File: src/sv/lpv_pkg.sv
// Shared types, constants and helper functions for the speed-scheduled
// state-space Euler step unit. No dependencies; used by every module of the block.
package lpv_pkg;

    localparam int STATE_COUNT = 2;
    localparam int COEF_WIDTH  = 16;

    // Configuration port
    localparam int CFG_DW = 64;
    localparam int CFG_AW = 6;
    localparam int CFG_IW = 3;
    localparam int GAIN_W = 48;
    localparam int TS_W   = 16;

    localparam logic [CFG_IW-1:0] REG_A_BIAS    = 3'd0;
    localparam logic [CFG_IW-1:0] REG_A_SPEED   = 3'd1;
    localparam logic [CFG_IW-1:0] REG_DRIVE_GAIN = 3'd2;
    localparam logic [CFG_IW-1:0] REG_C_WORDS   = 3'd3;
    localparam logic [CFG_IW-1:0] REG_TIME_STEP = 3'd4;

    localparam logic [TS_W-1:0] TIME_STEP_RESET = 16'd655;

    // Datapath widths
    localparam int IN_W     = 16;
    localparam int X_W      = 32;
    localparam int EFF_W    = COEF_WIDTH + 19;
    localparam int MA_W     = EFF_W;
    localparam int MB_W     = 18;
    localparam int PROD_W   = MA_W + MB_W;
    localparam int SUM_W    = 48;
    localparam int PACC_W   = 68;
    localparam int XSUM_W   = 52;
    localparam int DX_SPLIT = 24;
    localparam int X_SPLIT  = 16;
    localparam int IN_FRAC  = 8;
    localparam int EFF_FRAC = 20;
    localparam int GAIN_SHIFT = 4;
    localparam int DT_FRAC  = 16;

    localparam logic [IN_W-1:0] MIN_SPEED = 16'd1280;

    // Group counter: 0 is the output row, 1..STATE_COUNT are the state rows
    localparam int GW = $clog2(STATE_COUNT + 1);
    localparam int JW = (STATE_COUNT > 1) ? $clog2(STATE_COUNT) : 1;

    typedef enum logic [3:0] {
        ST_IDLE,
        ST_EFF,
        ST_GAP,
        ST_XLO,
        ST_XHI,
        ST_FOLD,
        ST_GAIN,
        ST_SETTLE,
        ST_OUT,
        ST_DLO,
        ST_DHI,
        ST_DGAP,
        ST_DFOLD,
        ST_WRAP,
        ST_COMMIT
    } state_t;

    // Multiplier operand selection
    typedef enum logic [2:0] {
        M_NONE,
        M_EFF,
        M_XLO,
        M_XHI,
        M_GAIN,
        M_DLO,
        M_DHI
    } msel_t;

    // Action taken on the registered product in the cycle after issue
    typedef enum logic [2:0] {
        P_NONE,
        P_EFF,
        P_PLOAD,
        P_PADD16,
        P_PADD24,
        P_FOLD20,
        P_FOLD16,
        P_GAIN
    } post_t;

    typedef struct packed {
        msel_t           msel;
        post_t           post;
        logic [GW-1:0]   grp;
        logic [JW-1:0]   term;
        logic            in_load;
        logic            clr_sum;
        logic            out_load;
        logic            commit;
    } cmd_t;

    typedef struct packed {
        logic out_free;
    } stat_t;

    // Signed coefficient field k of a packed word; fields past the word read as zero
    function automatic logic signed [COEF_WIDTH-1:0] coef_field(input logic [63:0] word,
                                                                input int k);
        int          pos;
        logic [63:0] sh;
        pos = k * COEF_WIDTH;
        if (pos >= 64 || pos < 0) begin
            return '0;
        end
        sh = word >> pos;
        return $signed(sh[COEF_WIDTH-1:0]);
    endfunction

    // Saturate to signed X_W bits
    function automatic logic signed [X_W-1:0] sat_x(input logic signed [XSUM_W-1:0] v);
        logic [XSUM_W-X_W:0] top;
        top = v[XSUM_W-1:X_W-1];
        if ((&top) || (~|top)) begin
            return $signed(v[X_W-1:0]);
        end
        if (v[XSUM_W-1]) begin
            return $signed({1'b1, {(X_W-1){1'b0}}});
        end
        return $signed({1'b0, {(X_W-1){1'b1}}});
    endfunction

endpackage

File: src/sv/lpv_ctrl.sv
// Sequencer for the Euler step unit: walks the coefficient terms of each row and
// issues at most one multiplier command per cycle, holding while the output register is full. Depends on lpv_pkg.
module lpv_ctrl (
    input  logic            clk,
    input  logic            rst_n,
    input  logic            in_valid,
    output logic            in_stall,
    input  lpv_pkg::stat_t  stat,
    output lpv_pkg::cmd_t   cmd
);

    lpv_pkg::state_t          state_reg, state_next;
    logic [lpv_pkg::GW-1:0]   grp_reg, grp_next;
    logic [lpv_pkg::JW-1:0]   term_reg, term_next;

    always_ff @(posedge clk or negedge rst_n)
    begin
        if (!rst_n)
        begin
            state_reg <= lpv_pkg::ST_IDLE;
            grp_reg   <= '0;
            term_reg  <= '0;
        end
        else
        begin
            state_reg <= state_next;
            grp_reg   <= grp_next;
            term_reg  <= term_next;
        end
    end

    always_comb
    begin
        state_next   = state_reg;
        grp_next     = grp_reg;
        term_next    = term_reg;
        cmd.msel     = lpv_pkg::M_NONE;
        cmd.post     = lpv_pkg::P_NONE;
        cmd.grp      = grp_reg;
        cmd.term     = term_reg;
        cmd.in_load  = 1'b0;
        cmd.clr_sum  = 1'b0;
        cmd.out_load = 1'b0;
        cmd.commit   = 1'b0;
        in_stall     = (state_reg != lpv_pkg::ST_IDLE);

        case (state_reg)
            lpv_pkg::ST_IDLE:
            begin
                if (in_valid)
                begin
                    cmd.in_load = 1'b1;
                    cmd.clr_sum = 1'b1;
                    grp_next    = '0;
                    term_next   = '0;
                    state_next  = lpv_pkg::ST_EFF;
                end
            end
            lpv_pkg::ST_EFF:
            begin
                cmd.msel   = lpv_pkg::M_EFF;
                cmd.post   = lpv_pkg::P_EFF;
                state_next = lpv_pkg::ST_GAP;
            end
            lpv_pkg::ST_GAP:
            begin
                // fold the previous term of this row while the coefficient settles
                if (term_reg != '0)
                begin
                    cmd.post = lpv_pkg::P_FOLD20;
                end
                state_next = lpv_pkg::ST_XLO;
            end
            lpv_pkg::ST_XLO:
            begin
                cmd.msel   = lpv_pkg::M_XLO;
                cmd.post   = lpv_pkg::P_PLOAD;
                state_next = lpv_pkg::ST_XHI;
            end
            lpv_pkg::ST_XHI:
            begin
                cmd.msel = lpv_pkg::M_XHI;
                cmd.post = lpv_pkg::P_PADD16;
                if (term_reg == lpv_pkg::JW'(lpv_pkg::STATE_COUNT - 1))
                begin
                    state_next = lpv_pkg::ST_FOLD;
                end
                else
                begin
                    term_next  = term_reg + 1'b1;
                    state_next = lpv_pkg::ST_EFF;
                end
            end
            lpv_pkg::ST_FOLD:
            begin
                cmd.post   = lpv_pkg::P_FOLD20;
                state_next = lpv_pkg::ST_GAIN;
            end
            lpv_pkg::ST_GAIN:
            begin
                cmd.msel   = lpv_pkg::M_GAIN;
                cmd.post   = lpv_pkg::P_GAIN;
                state_next = lpv_pkg::ST_SETTLE;
            end
            lpv_pkg::ST_SETTLE:
            begin
                state_next = (grp_reg == '0) ? lpv_pkg::ST_OUT : lpv_pkg::ST_DLO;
            end
            lpv_pkg::ST_OUT:
            begin
                // hold until the output register is free
                if (stat.out_free)
                begin
                    cmd.out_load = 1'b1;
                    cmd.clr_sum  = 1'b1;
                    grp_next     = lpv_pkg::GW'(1);
                    term_next    = '0;
                    state_next   = lpv_pkg::ST_EFF;
                end
            end
            lpv_pkg::ST_DLO:
            begin
                cmd.msel   = lpv_pkg::M_DLO;
                cmd.post   = lpv_pkg::P_PLOAD;
                state_next = lpv_pkg::ST_DHI;
            end
            lpv_pkg::ST_DHI:
            begin
                cmd.msel   = lpv_pkg::M_DHI;
                cmd.post   = lpv_pkg::P_PADD24;
                state_next = lpv_pkg::ST_DGAP;
            end
            lpv_pkg::ST_DGAP:
            begin
                state_next = lpv_pkg::ST_DFOLD;
            end
            lpv_pkg::ST_DFOLD:
            begin
                cmd.post    = lpv_pkg::P_FOLD16;
                cmd.clr_sum = 1'b1;
                if (grp_reg == lpv_pkg::GW'(lpv_pkg::STATE_COUNT))
                begin
                    state_next = lpv_pkg::ST_WRAP;
                end
                else
                begin
                    grp_next   = grp_reg + 1'b1;
                    term_next  = '0;
                    state_next = lpv_pkg::ST_EFF;
                end
            end
            lpv_pkg::ST_WRAP:
            begin
                state_next = lpv_pkg::ST_COMMIT;
            end
            lpv_pkg::ST_COMMIT:
            begin
                cmd.commit = 1'b1;
                state_next = lpv_pkg::ST_IDLE;
            end
            default:
            begin
                state_next = lpv_pkg::ST_IDLE;
            end
        endcase
    end

endmodule

File: src/sv/lpv_datapath.sv
// Datapath of the Euler step unit: one shared signed multiplier, product
// accumulator, row sum, state and output registers. Depends on lpv_pkg.
module lpv_datapath (
    input  logic                               clk,
    input  logic                               rst_n,
    input  lpv_pkg::cmd_t                      cmd,
    output lpv_pkg::stat_t                     stat,
    input  logic signed [lpv_pkg::IN_W-1:0]    torque,
    input  logic [lpv_pkg::IN_W-1:0]           speed,
    input  logic [lpv_pkg::CFG_DW-1:0]         a_bias_words,
    input  logic [lpv_pkg::CFG_DW-1:0]         a_speed_words,
    input  logic [lpv_pkg::GAIN_W-1:0]         drive_gain_words,
    input  logic [lpv_pkg::CFG_DW-1:0]         c_words,
    input  logic [lpv_pkg::TS_W-1:0]           time_step,
    output logic signed [lpv_pkg::X_W-1:0]     wheel_angle,
    output logic                               out_valid,
    input  logic                               out_stall
);

    logic signed [lpv_pkg::IN_W-1:0]   tq_reg, tq_next;
    logic [lpv_pkg::IN_W-1:0]          v_reg, v_next;
    logic signed [lpv_pkg::EFF_W-1:0]  eff_reg, eff_next;
    logic signed [lpv_pkg::PROD_W-1:0] prod_reg, prod_next;
    logic signed [lpv_pkg::PACC_W-1:0] pacc_reg, pacc_next;
    logic signed [lpv_pkg::SUM_W-1:0]  sum_reg, sum_next;
    logic signed [lpv_pkg::X_W-1:0]    out_reg, out_next;
    logic                              out_valid_reg, out_valid_next;
    lpv_pkg::cmd_t                     cmd_q_reg, cmd_q_next;
    logic signed [lpv_pkg::X_W-1:0]    state_reg [lpv_pkg::STATE_COUNT];
    logic signed [lpv_pkg::X_W-1:0]    state_next [lpv_pkg::STATE_COUNT];
    logic signed [lpv_pkg::X_W-1:0]    xnew_reg [lpv_pkg::STATE_COUNT];
    logic signed [lpv_pkg::X_W-1:0]    xnew_next [lpv_pkg::STATE_COUNT];

    logic signed [lpv_pkg::MA_W-1:0]       op_a;
    logic signed [lpv_pkg::MB_W-1:0]       op_b;
    logic signed [lpv_pkg::COEF_WIDTH-1:0] spd_coef;
    logic signed [lpv_pkg::COEF_WIDTH-1:0] gain_coef;
    logic signed [lpv_pkg::COEF_WIDTH-1:0] bias_coef;
    logic signed [lpv_pkg::X_W-1:0]        x_sel;
    logic signed [lpv_pkg::PACC_W-1:0]     prod_ext;
    logic signed [lpv_pkg::XSUM_W-1:0]     xsum;
    logic [lpv_pkg::JW-1:0]                row_idx;

    // Multiply stage: operand selection
    always_comb
    begin
        if (cmd.grp == '0)
        begin
            spd_coef  = lpv_pkg::coef_field(c_words, lpv_pkg::STATE_COUNT + int'(cmd.term));
            gain_coef = lpv_pkg::coef_field(64'(drive_gain_words), lpv_pkg::STATE_COUNT);
        end
        else
        begin
            spd_coef  = lpv_pkg::coef_field(a_speed_words,
                            (int'(cmd.grp) - 1) * lpv_pkg::STATE_COUNT + int'(cmd.term));
            gain_coef = lpv_pkg::coef_field(64'(drive_gain_words), int'(cmd.grp) - 1);
        end
        x_sel = state_reg[cmd.term];

        op_a = '0;
        op_b = '0;
        case (cmd.msel)
            lpv_pkg::M_EFF:
            begin
                op_a = lpv_pkg::MA_W'(spd_coef);
                op_b = $signed({2'b00, v_reg});
            end
            lpv_pkg::M_XLO:
            begin
                op_a = eff_reg;
                op_b = $signed({2'b00, x_sel[lpv_pkg::X_SPLIT-1:0]});
            end
            lpv_pkg::M_XHI:
            begin
                op_a = eff_reg;
                op_b = {{(lpv_pkg::MB_W - (lpv_pkg::X_W - lpv_pkg::X_SPLIT)){x_sel[lpv_pkg::X_W-1]}},
                        x_sel[lpv_pkg::X_W-1:lpv_pkg::X_SPLIT]};
            end
            lpv_pkg::M_GAIN:
            begin
                op_a = lpv_pkg::MA_W'(gain_coef);
                op_b = lpv_pkg::MB_W'(tq_reg);
            end
            lpv_pkg::M_DLO:
            begin
                op_a = $signed({{(lpv_pkg::MA_W - lpv_pkg::DX_SPLIT){1'b0}},
                                sum_reg[lpv_pkg::DX_SPLIT-1:0]});
                op_b = $signed({2'b00, time_step});
            end
            lpv_pkg::M_DHI:
            begin
                op_a = {{(lpv_pkg::MA_W - (lpv_pkg::SUM_W - lpv_pkg::DX_SPLIT))
                         {sum_reg[lpv_pkg::SUM_W-1]}},
                        sum_reg[lpv_pkg::SUM_W-1:lpv_pkg::DX_SPLIT]};
                op_b = $signed({2'b00, time_step});
            end
            default:
            begin
                op_a = '0;
                op_b = '0;
            end
        endcase
        prod_next  = op_a * op_b;
        cmd_q_next = cmd;
    end

    // Accumulate stage: act on the registered product
    always_comb
    begin
        if (cmd_q_reg.grp == '0)
        begin
            bias_coef = lpv_pkg::coef_field(c_words, int'(cmd_q_reg.term));
        end
        else
        begin
            bias_coef = lpv_pkg::coef_field(a_bias_words,
                            (int'(cmd_q_reg.grp) - 1) * lpv_pkg::STATE_COUNT
                            + int'(cmd_q_reg.term));
        end
        row_idx  = lpv_pkg::JW'(cmd_q_reg.grp - 1'b1);
        prod_ext = lpv_pkg::PACC_W'(prod_reg);
        xsum     = lpv_pkg::XSUM_W'(state_reg[row_idx])
                 + lpv_pkg::XSUM_W'(pacc_reg >>> lpv_pkg::DT_FRAC);

        eff_next  = eff_reg;
        pacc_next = pacc_reg;
        sum_next  = sum_reg;
        xnew_next = xnew_reg;

        case (cmd_q_reg.post)
            lpv_pkg::P_EFF:
            begin
                eff_next = prod_reg[lpv_pkg::EFF_W-1:0]
                         + (lpv_pkg::EFF_W'(bias_coef) <<< lpv_pkg::IN_FRAC);
            end
            lpv_pkg::P_PLOAD:
            begin
                pacc_next = prod_ext;
            end
            lpv_pkg::P_PADD16:
            begin
                pacc_next = pacc_reg + (prod_ext <<< lpv_pkg::X_SPLIT);
            end
            lpv_pkg::P_PADD24:
            begin
                pacc_next = pacc_reg + (prod_ext <<< lpv_pkg::DX_SPLIT);
            end
            lpv_pkg::P_FOLD20:
            begin
                sum_next = sum_reg + lpv_pkg::SUM_W'(pacc_reg >>> lpv_pkg::EFF_FRAC);
            end
            lpv_pkg::P_GAIN:
            begin
                sum_next = sum_reg + lpv_pkg::SUM_W'(prod_reg >>> lpv_pkg::GAIN_SHIFT);
            end
            lpv_pkg::P_FOLD16:
            begin
                xnew_next[row_idx] = lpv_pkg::sat_x(xsum);
            end
            default:
            begin
                eff_next = eff_reg;
            end
        endcase

        if (cmd.clr_sum)
        begin
            sum_next = '0;
        end
    end

    // Input capture, commit and output register
    always_comb
    begin
        tq_next = tq_reg;
        v_next  = v_reg;
        if (cmd.in_load)
        begin
            tq_next = torque;
            v_next  = (speed < lpv_pkg::MIN_SPEED) ? lpv_pkg::MIN_SPEED : speed;
        end

        state_next = state_reg;
        if (cmd.commit)
        begin
            state_next = xnew_reg;
        end

        out_next       = out_reg;
        out_valid_next = out_valid_reg;
        if (cmd.out_load)
        begin
            out_next       = lpv_pkg::sat_x(lpv_pkg::XSUM_W'(sum_reg));
            out_valid_next = 1'b1;
        end
        else if (out_valid_reg && !out_stall)
        begin
            out_valid_next = 1'b0;
        end
    end

    always_ff @(posedge clk or negedge rst_n)
    begin
        if (!rst_n)
        begin
            cmd_q_reg     <= '0;
            out_valid_reg <= 1'b0;
            for (int i = 0; i < lpv_pkg::STATE_COUNT; i++)
            begin
                state_reg[i] <= '0;
            end
        end
        else
        begin
            cmd_q_reg     <= cmd_q_next;
            out_valid_reg <= out_valid_next;
            state_reg     <= state_next;
        end
    end

    always_ff @(posedge clk)
    begin
        tq_reg   <= tq_next;
        v_reg    <= v_next;
        eff_reg  <= eff_next;
        prod_reg <= prod_next;
        pacc_reg <= pacc_next;
        sum_reg  <= sum_next;
        out_reg  <= out_next;
        xnew_reg <= xnew_next;
    end

    assign wheel_angle   = out_reg;
    assign out_valid     = out_valid_reg;
    assign stat.out_free = !out_valid_reg || !out_stall;

endmodule

File: src/sv/lpv_state_space_euler_step_unit.sv
// Top level of the speed-scheduled state-space Euler step unit: configuration
// registers on the APB-style port, sequencer and datapath. Depends on lpv_pkg,
// lpv_ctrl and lpv_datapath.
//
// Each input word (torque, speed) yields one wheel_angle word, computed from the
// state held before the update; the two-element state then advances by one
// forward Euler step. Speed is raised to 5.0 when below it. All arithmetic runs
// through one shared signed multiplier, at most one product per cycle while the
// sequencer is not held: a new word is not accepted until the last one's state
// update is committed, and the output is loaded before the state rows are done.
// The finished result waits in an output register; the next word is taken while
// it waits, and the block only holds in mid-sequence if a second result is ready
// before the first is taken. Configuration registers sit at byte address 8*i
// (64-bit data) and must be written only while the block is idle.
module lpv_state_space_euler_step_unit (
    input  logic                                clk,
    input  logic                                rst_n,
    input  logic                                psel,
    input  logic                                penable,
    input  logic                                pwrite,
    input  logic [lpv_pkg::CFG_AW-1:0]          paddr,
    input  logic [lpv_pkg::CFG_DW-1:0]          pwdata,
    output logic [lpv_pkg::CFG_DW-1:0]          prdata,
    output logic                                pready,
    input  logic                                in_valid,
    output logic                                in_stall,
    input  logic signed [lpv_pkg::IN_W-1:0]     torque,
    input  logic [lpv_pkg::IN_W-1:0]            speed,
    output logic                                out_valid,
    input  logic                                out_stall,
    output logic signed [lpv_pkg::X_W-1:0]      wheel_angle
);

    logic [lpv_pkg::CFG_DW-1:0] a_bias_reg, a_bias_next;
    logic [lpv_pkg::CFG_DW-1:0] a_speed_reg, a_speed_next;
    logic [lpv_pkg::GAIN_W-1:0] gain_reg, gain_next;
    logic [lpv_pkg::CFG_DW-1:0] c_words_reg, c_words_next;
    logic [lpv_pkg::TS_W-1:0]   time_step_reg, time_step_next;
    logic [lpv_pkg::CFG_IW-1:0] reg_idx;
    logic                       wr_en;

    lpv_pkg::cmd_t  cmd;
    lpv_pkg::stat_t stat;

    assign reg_idx = paddr[lpv_pkg::CFG_AW-1:lpv_pkg::CFG_AW-lpv_pkg::CFG_IW];
    assign wr_en   = psel && penable && pwrite && pready;
    assign pready  = 1'b1;

    always_comb
    begin
        a_bias_next    = a_bias_reg;
        a_speed_next   = a_speed_reg;
        gain_next      = gain_reg;
        c_words_next   = c_words_reg;
        time_step_next = time_step_reg;
        if (wr_en)
        begin
            case (reg_idx)
                lpv_pkg::REG_A_BIAS:     a_bias_next    = pwdata;
                lpv_pkg::REG_A_SPEED:    a_speed_next   = pwdata;
                lpv_pkg::REG_DRIVE_GAIN: gain_next      = pwdata[lpv_pkg::GAIN_W-1:0];
                lpv_pkg::REG_C_WORDS:    c_words_next   = pwdata;
                lpv_pkg::REG_TIME_STEP:  time_step_next = pwdata[lpv_pkg::TS_W-1:0];
                default:                 a_bias_next    = a_bias_reg;
            endcase
        end
    end

    always_comb
    begin
        case (reg_idx)
            lpv_pkg::REG_A_BIAS:     prdata = a_bias_reg;
            lpv_pkg::REG_A_SPEED:    prdata = a_speed_reg;
            lpv_pkg::REG_DRIVE_GAIN: prdata = lpv_pkg::CFG_DW'(gain_reg);
            lpv_pkg::REG_C_WORDS:    prdata = c_words_reg;
            lpv_pkg::REG_TIME_STEP:  prdata = lpv_pkg::CFG_DW'(time_step_reg);
            default:                 prdata = '0;
        endcase
    end

    always_ff @(posedge clk or negedge rst_n)
    begin
        if (!rst_n)
        begin
            a_bias_reg    <= '0;
            a_speed_reg   <= '0;
            gain_reg      <= '0;
            c_words_reg   <= '0;
            time_step_reg <= lpv_pkg::TIME_STEP_RESET;
        end
        else
        begin
            a_bias_reg    <= a_bias_next;
            a_speed_reg   <= a_speed_next;
            gain_reg      <= gain_next;
            c_words_reg   <= c_words_next;
            time_step_reg <= time_step_next;
        end
    end

    lpv_ctrl u_ctrl (
        .clk      (clk),
        .rst_n    (rst_n),
        .in_valid (in_valid),
        .in_stall (in_stall),
        .stat     (stat),
        .cmd      (cmd)
    );

    lpv_datapath u_datapath (
        .clk              (clk),
        .rst_n            (rst_n),
        .cmd              (cmd),
        .stat             (stat),
        .torque           (torque),
        .speed            (speed),
        .a_bias_words     (a_bias_reg),
        .a_speed_words    (a_speed_reg),
        .drive_gain_words (gain_reg),
        .c_words          (c_words_reg),
        .time_step        (time_step_reg),
        .wheel_angle      (wheel_angle),
        .out_valid        (out_valid),
        .out_stall        (out_stall)
    );

endmodule

File: config.mk
export PLATFORM = sky130hd
export DESIGN_NAME = lpv_state_space_euler_step_unit
export DESIGN_NICKNAME = d
export VERILOG_FILES = /design/src/sv/lpv_pkg.sv /design/src/sv/lpv_ctrl.sv /design/src/sv/lpv_datapath.sv /design/src/sv/lpv_state_space_euler_step_unit.sv
export SDC_FILE = /design/constraint.sdc
export NUM_CORES = 2
export LEC_CHECK = 0
export BUFFER_PORTS_ARGS = -buffer_cell sky130_fd_sc_hd__buf_4
export CORE_MARGIN = 1.5
export CORE_UTILIZATION = 57
export DETAILED_ROUTE_END_ITERATION = 10
export PLACE_DENSITY = 0.89
export SYNTH_ARGS = -nofsm -noshare
export SYNTH_HDL_FRONTEND = slang
export SYNTH_SLANG_ARGS = --single-unit
File: constraint.sdc
create_clock -name clk -period 8.87 [get_ports clk]
set_input_delay 1.774 -clock clk [delete_from_list [all_inputs] [get_ports clk]]
set_output_delay 1.774 -clock clk [all_outputs]
set_load 0.005 [all_outputs]
==> impl_metrics.env <==
export IMPL_cp_max_fo=22
export IMPL_netlist_area_mm2=0.06169
export IMPL_rsz0062_at_grt="yes"
export IMPL_worst_ep_required_time_ps=9390
export IMPL_die_height_um=332.0
export IMPL_grt_start_max_net_pins=158
export IMPL_yosysTopAreaCell="fa_1"
export IMPL_async_flop_share_pct=51.38
export IMPL_yosysTopAreaCellShare_pct=19.70
export IMPL_max_freq_ghz=0.1151
export IMPL_routed_wl_mm=200.4
export IMPL_drc=0
export IMPL_drtPass1Iterations=10
export IMPL_fin_skew_ps=28.49
export IMPL_antenna_found_initial=5
export IMPL_synth_area_leaders="fa_1 (20%), dfrtp_1 (13%), edfxtp_1 (10%)"
export IMPL_die_area_mm2=0.1102
export IMPL_grt_ovfl_total=0
export IMPL_cts_tree="built"
export IMPL_cts_hold_buf=0
export IMPL_ant_nets=0
export IMPL_final_area_mm2=0.06819
export IMPL_ys_types=97
export IMPL_cts_root_buf="clkbuf_16"
export IMPL_drt_initial_drc_count=6284
export IMPL_grt_pass1_wl_mm=305.1
export IMPL_worst_skew_pair_late_latency_ps=660
export IMPL_grtUsageTotal_pct=35.94
export IMPL_final_instance_count_excl_fill=7979
export IMPL_floorplan_initialDensity_pct=57.54
export IMPL_drv_cap=0
export IMPL_drive_gt1_share_pct=17.09
export IMPL_critPathMostFrequentCell="a21o_1"
export IMPL_endpoint_kind="flip-flop"
export IMPL_cp_start_kind="flip-flop"
export IMPL_synth_edf_count=215
export IMPL_vias_per_cell=6.429
export IMPL_fin_nets=7580
export IMPL_io_buffers=203
export IMPL_dp_hpwl_mm=152.0
export IMPL_synth_flop_cell="dfrtp_1"
export IMPL_path_clk_slew_ps=70
export IMPL_fin_crit_sh_pct=97.91
export IMPL_setup_ws_ps=185.2
export IMPL_cp_arrival_ps=9210
export IMPL_fin_util_pct=63.61
export IMPL_ys_ff_latch=650
export IMPL_pre_cts_slack_ps=34.89
export IMPL_fin_crit_ps=8685
export IMPL_syn2layout_area_growth_pct=10.54
export IMPL_tightest_slew_ps=1280
export IMPL_dp_cells=7845
export IMPL_setup_violations=0
export IMPL_grt_pass1_vias=51700
export IMPL_hp_class="flip-flop to flip-flop"
export IMPL_numCtsBuffers=66
export IMPL_syn_area_per_cell_um2=9.729
export IMPL_vias=51300
export IMPL_cp_slowest_cell="fa_1"
export IMPL_synth_fp_nets=7404
export IMPL_row_count=120
export IMPL_finalHoldViolCount=0
export IMPL_gp_congestion=0.9814
export IMPL_yosysWarnings=0
export IMPL_cts_sinks=650
export IMPL_maxSlewHeadroom_pct=14.59
export IMPL_fill_cells=8200
export IMPL_status="completed"
export IMPL_critPathMaxStageDelay_ps=550
export IMPL_core_area_mm2=0.1072
export IMPL_ys_seq_area_share_pct=27.30
export IMPL_htreeDepth=3
export IMPL_crit_type="flip-flop to flip-flop"
export IMPL_fp_dieW_um=332.0
export IMPL_clockBufferDepth=3
export IMPL_synthCells=6341
export IMPL_drt_wirelength_per_cell_um=25.12
export IMPL_post_dp_cell_area_mm2=0.06564
export IMPL_slew_viol_final=0
export IMPL_num_io_pins=208
## timing repair
action / in CTS / in global routing
setup endpoints to repair: 1 / 17
gates resized for setup: 1 / 44
pin swaps: 0 / 3
setup buffers: 0 / 7
## logic make-up (layout without fill, tap and decap cells)
group | count (synthesis) | after routing | share of synthesized area, %
simple gates | 1544 | 1544 | 11.15
mux | 555 | 555 | 10.55
xor+xnor | 237 | 237 | 3.365
other cells | 1 | 7 | 0.006079
compound gates | 1298 | 1298 | 14.13
buf+inv | 1102 | 1331 | 6.760
fa+ha+maj | 954 | 954 | 26.74
flops | 650 | 650 | 27.30
## worst paths after layout
check | startpoint | to | slack (ps) | cells after the start
max in group asynchronous | rst_n | u_ctrl.term_reg$_DFFE_PN0P_ | 6180 | 2
max | u_ctrl.grp_reg[0]$_DFFE_PN0P_ | u_datapath.prod_reg[52]$_DFF_P_ | 190 | 36
max reg2reg | u_ctrl.grp_reg[0]$_DFFE_PN0P_ | u_datapath.prod_reg[52]$_DFF_P_ | 190 | 36
min | u_ctrl.grp_reg[1]$_DFFE_PN0P_ | u_datapath.cmd_q_reg[6]$_DFF_PN0_ | 460 | 0
min in group asynchronous | rst_n | c_words_reg[32]$_DFFE_PN0P_ | 1140 | 1
min reg2reg | u_ctrl.grp_reg[1]$_DFFE_PN0P_ | u_datapath.cmd_q_reg[6]$_DFF_PN0_ | 460 | 0
## critical path: cells and delay by family (launching register included)
| kind | cells | cell delay (ps) |
|---|---|---|
| DFF | 1 | 380 |
| buffers and inverters | 10 | 1210 |
| and+or+nand+nor | 3 | 450 |
| adders and majority gates | 8 | 3650 |
| xor gates and xnor gates | 1 | 100 |
| AOI/OAI and AO/OA | 14 | 2710 |
## through the flow
step / setup TNS (ps) / hold WS [ps]
after global routing: -187.1 / 475.3
after floorplan: 0 / 351.9
after detailed placement: 0 / 432.5
after CTS: 0 / 456.3
after global placement: 0 / 412.6
final: 0 / 464.2
## final cells by class
cell class | count | area (µm²) | share of cell area, %
Antenna cell | 6 | 15.01 | 0.02202
Timing Repair Buffer | 406 | 3221 | 4.723
Clock inverter | 28 | 347.8 | 0.5101
Tap cell | 1403 | 1755 | 2.574
Clock buffer | 93 | 1936 | 2.838
Sequential cell | 650 | 16850 | 24.71
Multi-Input combinational cell | 4589 | 41050 | 60.19
Inverter | 804 | 3018 | 4.425
## Yosys cell counts (16+ instances only)
cell,instances
mux4_2,32
edfxtp_1,215
a221o_1,42
dfrtp_1,328
a21o_1,199
a31oi_1,32
o22ai_1,24
inv_1,803
ha_1,347
dfxtp_1,101
o21a_1,41
buf_1,18
nand2b_1,70
nand4_1,30
nor2_1,524
nor2b_1,47
o211ai_1,24
o21ai_0,220
mux2i_1,82
fa_1,607
and2_1,37
a22o_1,64
xor2_1,88
o31ai_1,16
clkbuf_1,275
nor3_1,45
nand3_1,67
a211oi_1,29
a21oi_1,343
o21bai_1,44
and3_1,37
xnor2_1,149
mux2_2,441
nand2_1,587
a22oi_1,64
## routing by layer
metal | share of wire [%] | wire length [µm] | GRT usage, % | up-vias
li1 | - | - | - | 21970
met1 | 37 | 74240 | 46.54 | 25160
met2 | 45 | 89380 | 55.47 | 3339
met3 | 11 | 22640 | 8.028 | 838
met4 | 7.1 | 14150 | 21.33 | 2
met5 | 0.010 | 20 | 0 | -
## layout by cell type (no fill, tap or decap), types with 44 or more instances in the layout
cell type / n
a21o_1: 197
a21oi_1: 324
a22o_1: 64
a22oi_1: 64
buf_4: 390
clkbuf_16: 68
dfrtp_1: 323
dfxtp_1: 101
edfxtp_1: 215
fa_1: 607
ha_1: 346
inv_1: 802
mux2_2: 441
mux2i_1: 82
nand2_1: 584
nand2b_1: 65
nand3_1: 66
nor2_1: 519
o21ai_0: 216
o21bai_1: 44
xnor2_1: 149
xor2_1: 88
Power is left out: the tool's default activity adds up to more than one toggle a clock period on the data nets, which glitch-free logic cannot reach.
